$ cat src/design/xcfd_pkg.sv
package xcfd_pkg;

	localparam int DEFAULT_MAX_ARGS = 64;

	// argument positions are six bits wide on the ports and in requests
	localparam int ARG_IDX_W = 6;
	localparam int ARG_CNT_W = 7;
	localparam int CFG_IDX_W = 2;

	localparam logic [CFG_IDX_W-1:0] REG_START_BYTE  = 2'd0;
	localparam logic [CFG_IDX_W-1:0] REG_MAX_ARG_LEN = 2'd1;

	localparam logic [7:0]           START_BYTE_RST  = 8'd126;
	localparam logic [ARG_CNT_W-1:0] MAX_ARG_LEN_RST = 7'd64;

	typedef struct packed {
		logic                 wr_en;
		logic [ARG_IDX_W-1:0] wr_addr;
		logic [7:0]           wr_data;
		logic                 rd_en;
		logic [ARG_IDX_W-1:0] rd_addr;
	} mem_req_t;

endpackage

$ cat src/design/xcfd_argmem.sv
module xcfd_argmem #(
	parameter int DEPTH = xcfd_pkg::DEFAULT_MAX_ARGS
) (
	input  logic               clk,
	input  xcfd_pkg::mem_req_t req,
	output logic [7:0]         rd_data
);

	localparam int AW = (DEPTH > 1) ? $clog2(DEPTH) : 1;

	logic [7:0] mem [DEPTH];
	logic [7:0] rd_data_q;

	always_ff @(posedge clk) begin
		if (req.wr_en) begin
			mem[req.wr_addr[AW-1:0]] <= req.wr_data;
		end
		if (req.rd_en) begin
			rd_data_q <= mem[req.rd_addr[AW-1:0]];
		end
	end

	assign rd_data = rd_data_q;

endmodule

$ cat src/design/xcfd_ctrl.sv
module xcfd_ctrl #(
	parameter int MAX_ARGS = xcfd_pkg::DEFAULT_MAX_ARGS
) (
	input  logic                                 clk,
	input  logic                                 arst_n,
	input  logic                                 in_valid,
	output logic                                 in_stall,
	input  logic [7:0]                           rx_byte,
	output logic                                 out_valid,
	input  logic                                 out_stall,
	output logic [7:0]                           frame_command,
	output logic [xcfd_pkg::ARG_CNT_W-1:0]       arg_count,
	output logic                                 arg_valid,
	output logic [xcfd_pkg::ARG_IDX_W-1:0]       arg_index,
	output logic [7:0]                           arg_data,
	output logic                                 frame_good,
	output logic                                 last,
	input  logic                                 cfg_valid,
	output logic                                 cfg_ready,
	input  logic [xcfd_pkg::CFG_IDX_W-1:0]       cfg_index,
	input  logic [7:0]                           cfg_data,
	output xcfd_pkg::mem_req_t                   mem_req,
	input  logic [7:0]                           mem_rd_data
);

	localparam int CW = xcfd_pkg::ARG_CNT_W;
	localparam int IW = xcfd_pkg::ARG_IDX_W;
	localparam logic [CW-1:0] ARGS_LIM = CW'(MAX_ARGS);

	localparam logic [2:0] PH_HUNT  = 3'd0;
	localparam logic [2:0] PH_CMD   = 3'd1;
	localparam logic [2:0] PH_LEN   = 3'd2;
	localparam logic [2:0] PH_ARGS  = 3'd3;
	localparam logic [2:0] PH_CHECK = 3'd4;
	localparam logic [2:0] PH_RD    = 3'd5;
	localparam logic [2:0] PH_LD    = 3'd6;

	logic [2:0]    phase_q, phase_n;
	logic [7:0]    start_q;
	logic [CW-1:0] max_len_q;
	logic [7:0]    cmd_q;
	logic [CW-1:0] len_q;
	logic [CW-1:0] rcv_q;
	logic [7:0]    xor_q;
	logic [IW-1:0] rep_q;

	logic          out_valid_q;
	logic [7:0]    o_cmd_q;
	logic [CW-1:0] o_cnt_q;
	logic          o_av_q;
	logic [IW-1:0] o_idx_q;
	logic [7:0]    o_data_q;
	logic          o_good_q;
	logic          o_last_q;

	logic          in_acc;
	logic          out_take;
	logic [CW-1:0] limit;
	logic [CW-1:0] rcv_inc;
	logic          chk_ok;
	logic          load_chk;
	logic          load_rep;
	logic          rep_last;

	assign cfg_ready = 1'b1;

	assign limit    = (max_len_q < ARGS_LIM) ? max_len_q : ARGS_LIM;
	assign rcv_inc  = rcv_q + CW'(1);
	assign chk_ok   = (xor_q == rx_byte);
	assign rep_last = ((CW'(rep_q) + CW'(1)) == len_q);

	// hold input during replay, and on the check byte until the output slot is free
	assign in_stall = (phase_q == PH_RD) || (phase_q == PH_LD) ||
	                  ((phase_q == PH_CHECK) && out_valid_q);
	assign in_acc   = in_valid && !in_stall;
	assign out_take = out_valid_q && !out_stall;

	assign load_chk = in_acc && (phase_q == PH_CHECK) && (!chk_ok || (len_q == '0));
	assign load_rep = (phase_q == PH_LD) && (!out_valid_q || !out_stall);

	always_comb begin
		mem_req.wr_en   = in_acc && (phase_q == PH_ARGS);
		mem_req.wr_addr = IW'(rcv_q);
		mem_req.wr_data = rx_byte;
		mem_req.rd_en   = (phase_q == PH_RD);
		mem_req.rd_addr = rep_q;
	end

	always_comb begin
		phase_n = phase_q;
		unique case (phase_q)
			PH_CMD: begin
				if (in_acc) phase_n = PH_LEN;
			end
			PH_LEN: begin
				if (in_acc) begin
					if (rx_byte > {1'b0, limit}) phase_n = PH_HUNT;
					else if (rx_byte == 8'd0)    phase_n = PH_CHECK;
					else                         phase_n = PH_ARGS;
				end
			end
			PH_ARGS: begin
				if (in_acc && (rcv_inc >= len_q)) phase_n = PH_CHECK;
			end
			PH_CHECK: begin
				if (in_acc) begin
					if (chk_ok && (len_q != '0)) phase_n = PH_RD;
					else                         phase_n = PH_HUNT;
				end
			end
			PH_RD: begin
				phase_n = PH_LD;
			end
			PH_LD: begin
				if (load_rep) phase_n = rep_last ? PH_HUNT : PH_RD;
			end
			default: begin
				if (in_acc) phase_n = (rx_byte == start_q) ? PH_CMD : PH_HUNT;
			end
		endcase
	end

	always_ff @(posedge clk or negedge arst_n) begin
		if (!arst_n) begin
			phase_q     <= PH_HUNT;
			start_q     <= xcfd_pkg::START_BYTE_RST;
			max_len_q   <= xcfd_pkg::MAX_ARG_LEN_RST;
			cmd_q       <= '0;
			len_q       <= '0;
			rcv_q       <= '0;
			xor_q       <= '0;
			rep_q       <= '0;
			out_valid_q <= 1'b0;
		end else begin
			phase_q <= phase_n;
			if (cfg_valid && cfg_ready) begin
				if (cfg_index == xcfd_pkg::REG_START_BYTE)  start_q   <= cfg_data;
				if (cfg_index == xcfd_pkg::REG_MAX_ARG_LEN) max_len_q <= cfg_data[CW-1:0];
			end
			if (in_acc) begin
				unique case (phase_q)
					PH_CMD: begin
						cmd_q <= rx_byte;
						xor_q <= xor_q ^ rx_byte;
					end
					PH_LEN: begin
						if (rx_byte <= {1'b0, limit}) begin
							len_q <= rx_byte[CW-1:0];
							rcv_q <= '0;
							xor_q <= xor_q ^ rx_byte;
						end
					end
					PH_ARGS: begin
						rcv_q <= rcv_inc;
						xor_q <= xor_q ^ rx_byte;
					end
					PH_CHECK: begin
						rep_q <= '0;
					end
					default: begin
						if (rx_byte == start_q) xor_q <= rx_byte;
					end
				endcase
			end
			if (load_rep && !rep_last) rep_q <= rep_q + IW'(1);
			if (load_chk || load_rep)  out_valid_q <= 1'b1;
			else if (out_take)         out_valid_q <= 1'b0;
		end
	end

	always_ff @(posedge clk) begin
		if (load_chk) begin
			o_cmd_q  <= cmd_q;
			o_cnt_q  <= len_q;
			o_av_q   <= 1'b0;
			o_idx_q  <= '0;
			o_data_q <= '0;
			o_good_q <= chk_ok;
			o_last_q <= 1'b1;
		end else if (load_rep) begin
			o_cmd_q  <= cmd_q;
			o_cnt_q  <= len_q;
			o_av_q   <= 1'b1;
			o_idx_q  <= rep_q;
			o_data_q <= mem_rd_data;
			o_good_q <= 1'b1;
			o_last_q <= rep_last;
		end
	end

	assign out_valid     = out_valid_q;
	assign frame_command = o_cmd_q;
	assign arg_count     = o_cnt_q;
	assign arg_valid     = o_av_q;
	assign arg_index     = o_idx_q;
	assign arg_data      = o_data_q;
	assign frame_good    = o_good_q;
	assign last          = o_last_q;

`ifndef SYNTH
	a_no_rw_clash: assert property (@(posedge clk) disable iff (!arst_n)
		!(mem_req.wr_en && mem_req.rd_en))
		else $error("argument buffer read and written in one cycle");

	a_args_in_range: assert property (@(posedge clk) disable iff (!arst_n)
		(phase_q == PH_ARGS) |-> (rcv_q < len_q) && (len_q <= ARGS_LIM))
		else $error("argument count outside frame length");

	a_last_index: assert property (@(posedge clk) disable iff (!arst_n)
		(out_valid_q && o_last_q && o_av_q) |-> ((CW'(o_idx_q) + CW'(1)) == o_cnt_q))
		else $error("last argument result at wrong index");

	a_replay_ends: assert property (@(posedge clk) disable iff (!arst_n)
		(load_rep && rep_last) |=> (phase_q == PH_HUNT) && out_valid_q)
		else $error("replay did not finish after its last argument");
`endif

endmodule

$ cat src/design/xor_checked_frame_deframer.sv
// Deframer for serial frames: start byte, command, length, length argument bytes, XOR
// check byte. Bytes are taken one per clock while a frame is parsed; argument bytes go
// into a single-port-read buffer of MAX_ARGS entries. A good frame with n arguments is
// replayed as n results, each needing one buffer read and one output-register load, so
// input is held after its check byte until the replay is done; a bad or empty frame gives one
// result at once. The check byte is also held while an earlier result still waits in the
// output register. Configuration writes are always taken.
module xor_checked_frame_deframer #(
	parameter int MAX_ARGS = xcfd_pkg::DEFAULT_MAX_ARGS
) (
	input  logic                           clk,
	input  logic                           arst_n,
	input  logic                           in_valid,
	output logic                           in_stall,
	input  logic [7:0]                     rx_byte,
	output logic                           out_valid,
	input  logic                           out_stall,
	output logic [7:0]                     frame_command,
	output logic [xcfd_pkg::ARG_CNT_W-1:0] arg_count,
	output logic                           arg_valid,
	output logic [xcfd_pkg::ARG_IDX_W-1:0] arg_index,
	output logic [7:0]                     arg_data,
	output logic                           frame_good,
	output logic                           last,
	input  logic                           cfg_valid,
	output logic                           cfg_ready,
	input  logic [xcfd_pkg::CFG_IDX_W-1:0] cfg_index,
	input  logic [7:0]                     cfg_data
);

	xcfd_pkg::mem_req_t mem_req;
	logic [7:0]         mem_rd_data;

	xcfd_ctrl #(
		.MAX_ARGS(MAX_ARGS)
	) u_ctrl (
		.clk          (clk),
		.arst_n       (arst_n),
		.in_valid     (in_valid),
		.in_stall     (in_stall),
		.rx_byte      (rx_byte),
		.out_valid    (out_valid),
		.out_stall    (out_stall),
		.frame_command(frame_command),
		.arg_count    (arg_count),
		.arg_valid    (arg_valid),
		.arg_index    (arg_index),
		.arg_data     (arg_data),
		.frame_good   (frame_good),
		.last         (last),
		.cfg_valid    (cfg_valid),
		.cfg_ready    (cfg_ready),
		.cfg_index    (cfg_index),
		.cfg_data     (cfg_data),
		.mem_req      (mem_req),
		.mem_rd_data  (mem_rd_data)
	);

	xcfd_argmem #(
		.DEPTH(MAX_ARGS)
	) u_argmem (
		.clk    (clk),
		.req    (mem_req),
		.rd_data(mem_rd_data)
	);

endmodule

$ cat config.mk
export PLATFORM = sky130hd
export DESIGN_NAME = xor_checked_frame_deframer
export DESIGN_NICKNAME = d
export VERILOG_FILES = /design/src/design/xcfd_pkg.sv /design/src/design/xcfd_argmem.sv /design/src/design/xcfd_ctrl.sv /design/src/design/xor_checked_frame_deframer.sv
export SDC_FILE = /design/constraint.sdc
export NUM_CORES = 1
export LEC_CHECK = 0
export BUFFER_PORTS_ARGS = -buffer_cell sky130_fd_sc_hd__buf_2
export CORE_MARGIN = 1.5
export CORE_UTILIZATION = 35
export CTS_CLUSTER_SIZE = 30
export DETAILED_ROUTE_END_ITERATION = 12
export SYNTH_ARGS = -nofsm -noshare
export SYNTH_HDL_FRONTEND = slang
export SYNTH_HIERARCHICAL = 1
export SYNTH_SLANG_ARGS = --single-unit
export TNS_END_PERCENT = 20
$ cat constraint.sdc
create_clock -name clk -period 2.9 [get_ports clk]
set_input_delay 0.87 -clock clk [delete_from_list [all_inputs] [get_ports clk]]
set_output_delay 0.87 -clock clk [all_outputs]
set_load 0.01 [all_outputs]
==> results.txt <==
----------------------------------------------------
[Logic synthesis]
  Mean instance size in the synthesized netlist ... 18.0 µm²
  Share of synthesized area occupied by flip-flops and latches ... 71.5%
  Number of distinct library cell variants in the gate-level netlist after synthesis ... 72
  Post-synthesis simple-gate area fraction ... 5.49%
  Dominant combinational cell family by area after synthesis ... multiplexers
  Total nets after synthesis ... 1425
  XOR/XNOR Fraction of Synth Area ... 0.949%
  Compound-gate portion of the synthesized area ... 4.49%
  Main synth FF type ... sky130_fd_sc_hd__edfxtp_1
  Synthesized instance count ... 1386
  Post-synth top area cell ... sky130_fd_sc_hd__edfxtp_1
  Cell Area, Synth ... 24900 µm²
  Async set-reset flop share out of synthesis ... 9.06%
  #FFs+latches synth ... 607
  Top post-synthesis cells by count ... sky130_fd_sc_hd__edfxtp_1, sky130_fd_sc_hd__mux4_2, sky130_fd_sc_hd__nor2_1
  Adder-cell share of the synthesized area ... 0.804%
  Mux cell area share after synthesis ... 14.3%
  Cells taking the most area after synthesis ... sky130_fd_sc_hd__edfxtp_1, sky130_fd_sc_hd__mux4_2, sky130_fd_sc_hd__dfrtp_1
  Number of enable-type register cells in the synthesized netlist ... 536
  Warning count from the yosys run ... 6
  Proportion of netlist area held by the largest area contributor ... 64.6%
  Most common cell in the netlist ... sky130_fd_sc_hd__edfxtp_1

[Pwr]
  Leakage power ... 9.56 nW
  Power Density ... 849 nW/µm²
  Overall power ... 24.6 mW
  IR drop worst, VDD ... 0.000663 V

[Worst setup path]
  FF-to-FF path depth ... 6
  Terminus of the critical flop-to-flop path ... u_argmem/rd_data[0]
  Series of cell instances along the critical path ... buf_12, mux4_2, mux4_2, nor2_1, nor3_1, o2bb2ai_1
  Required time worst endpoint ... 3250 ps
  Largest stage delay on the critical path ... 750 ps
  Highest fanout seen on the critical path ... 22
  Critical path's most frequent cell ... sky130_fd_sc_hd__mux4_2
  Critical Path Start Type ... register
  Worst setup slack for register-to-register paths ... 60 ps
  CP max-delay cell ... sky130_fd_sc_hd__dfrtp_4
  Crit path kind ... register to register
  CP arrival ... 3180 ps
  Type of destination of the critical path ... register
  FF-to-FF Start ... u_ctrl/rep_q[0]

[Finish]
  Fillers ... 6232
  Post-route insts no fill ... 2557
  Cell area after layout ... 29000 µm²
  Final Util ... 41.3%
  Number of antenna repair diodes ... 0
  Nets@finish ... 1610
  Fraction of layout cells with a size suffix above 1 ... 30.7%
  Area grow syn2layout ... 16.4%

[CTS]
  Clock Path Buffers ... 3
  Number of buffers added by the clock tree synthesis step ... 60
  Depth of the CTS H-tree ... 2
  Count of hold-fix buffers inserted at cts ... 0
  Worst-skew pair later-pin latency ... 630 ps
  Register clock-pin slew on the reported worst setup and hold paths ... 60 ps
  Root buffer cell ... sky130_fd_sc_hd__clkbuf_16
  CTS sink cnt ... 607
  Clock tree from TritonCTS ... built

[Placement]
  Number of placed instances with taps included ... 2449
  Placer's final routability congestion estimate ... 0.846
  Placement-stage worst setup slack ... -21.1 ps
  Placed inst area ... 27100 µm²
  Buffers added on ports ... 56
  Post-detailed-placement half-perimeter wirelength ... 36500 µm

[Timing]
  Post-route worst hold slack ... 250 ps
  Setup TNS ... 0 ps
  Final worst-path cycle share ... 97.8%
  Fmax ... 353 MHz
  Pins over their slew limit ... 0
  Time the worst path needs with I/O delays and setup ... 2840 ps
  Final worst setup slack ... 63.4 ps
  Hold violation total from the final report ... 0
  Clock skew ... 16.8 ps
  Tightest Pin Transition ... 1010 ps
  Relative slew margins ... 32.6%
  RSZ-0062 raised after global routing ... yes
  Number of failing setup endpoints in the final timing report ... 0

[Run status]
  Run status ... completed

[Route]
  Total vias in the final route ... 13400
  Average wire per standard cell ... 22.7 µm
  Routed Antenna Nets ... 0
  First drt pass iteration count ... 6
  DRC marker count from the first detailed-route iteration ... 1071
  Mean number of vias per cell ... 5.25
  Drt total wl ... 57900 µm
  DRC violations left ... 0

[Global route]
  GRT overflow ... 0
  Highest-utilization routing layer at the global route stage ... met2
  Wire length of the first global-routing pass ... 87600 µm
  Global-route track usage on met2 ... 25.4%
  Global Route Usage Sum ... 15.8%
  Maximum number of pins on one net before global-route repair ... 71
  Met1 track demand over resource in global routing ... 22.4%
  Grt met3 use ... 2.39%
  Antenna violations before repair ... 0
  Number of global-route vias before repair ... 13700

[Floorplanning]
  Area of the core ... 70300 µm²
  Starting density of the core ... 35.4%
  Top-level port count ... 58
  Die Wd ... 270 µm
  Die Y ... 270 µm
  Total number of placement rows ... 97
  Full die area ... 72800 µm²

[Job]
  Max cap viols ... 0

[Worst hold path]
  Hold Crit Class ... primary input to async pin

----------------------------------------------------
cell usage in the layout, fill, tap and decap left out, drive strengths merged, types with 17 or more instances in the layout:
cell type | Yosys | layout
clkinv | 0 | 25
clkbuf | 31 | 74
mux2 | 44 | 44
mux2i | 24 | 24
nand3 | 28 | 28
edfxtp | 536 | 536
a21oi | 25 | 25
xor2 | 20 | 20
nor2 | 103 | 103
dfrtp | 48 | 48
buf | 57 | 211
inv | 17 | 20
nand2b | 18 | 18
nand2 | 72 | 72
nor2b | 17 | 17
mux4 | 126 | 126
flip-flops by register name, indices dropped and copies added, names as in the netlist, 8 cells and up:
register              count
u_ctrl/xor_q              8
u_argmem/rd_data          8
u_ctrl/frame_command      8
u_ctrl/cmd_q              8
u_argmem/mem            512
u_ctrl/start_q            8
u_ctrl/arg_data           8
where the power goes:
part,switching (mW),leakage (nW),total (mW),internal (mW)
combinational,3.48,3.02,6.56,3.09
sequential,0.553,5.62,10.6,10.1
clock,3.20,0.911,7.41,4.21
total,7.23,9.56,24.6,17.4
cell families after synthesis:
kind of cell,after synthesis
adders and majority gates,16
other,1
AOI/OAI and AO/OA,147
xor gates and xnor gates,27
DFF,607
and+or+nand+nor,289
muxes,194
buffers and inverters,105
per-layer routing:
| layer | vias to the layer above | wire, µm |
|---|---|---|
| li1 | 5886 | - |
| met1 | 7061 | 25700 |
| met2 | 391 | 27700 |
| met3 | 93 | 3000 |
| met4 | 0 | 1550 |
| met5 | - | 0 |
timing repair:
item,4_1_cts,5_1_grt
endpoints found under the setup margin,0,11
setup buffers,0,0
gates resized for setup,0,7
worst max-delay path, delay by kind of cell (launching register included):
family                 cells  cell delay [ps]
AO/OA/AOI/OAI              1              170
buffers and inverters      1              270
flip-flops                 1              750
multiplexers               2             1100
AND/OR/NAND/NOR            2              220
layout make-up:
cell class | instances | area [µm²] | share of cell area (%)
multi-input cells | 674 | 6520 | 22.5
flip-flops and latches | 607 | 17800 | 61.4
inverters | 17 | 63.8 | 0.220
well taps | 940 | 1180 | 4.06
clock buffers | 74 | 1590 | 5.47
repair buffers | 211 | 1560 | 5.39
clock inverters | 34 | 274 | 0.945
worst max-delay path by stage:
stage / startpoint / endpoint / slack, ps / depth (start not counted)
final: u_ctrl/rep_q[0] / u_argmem/rd_data[0] / 60 / 6
after global placement: u_ctrl/rep_q[0] / u_argmem/rd_data[3] / -20 / 6
after global routing: u_ctrl/rep_q[0] / u_argmem/rd_data[0] / -10 / 6
after floorplan: rx_byte[0] / u_ctrl/len_q[0] / 180 / 10
after detailed placement: rx_byte[3] / u_ctrl/arg_data[0] / -20 / 8
after CTS: u_ctrl/rep_q[0] / u_argmem/rd_data[3] / 40 / 6
Note: power is estimated with default switching activity, not from simulation.
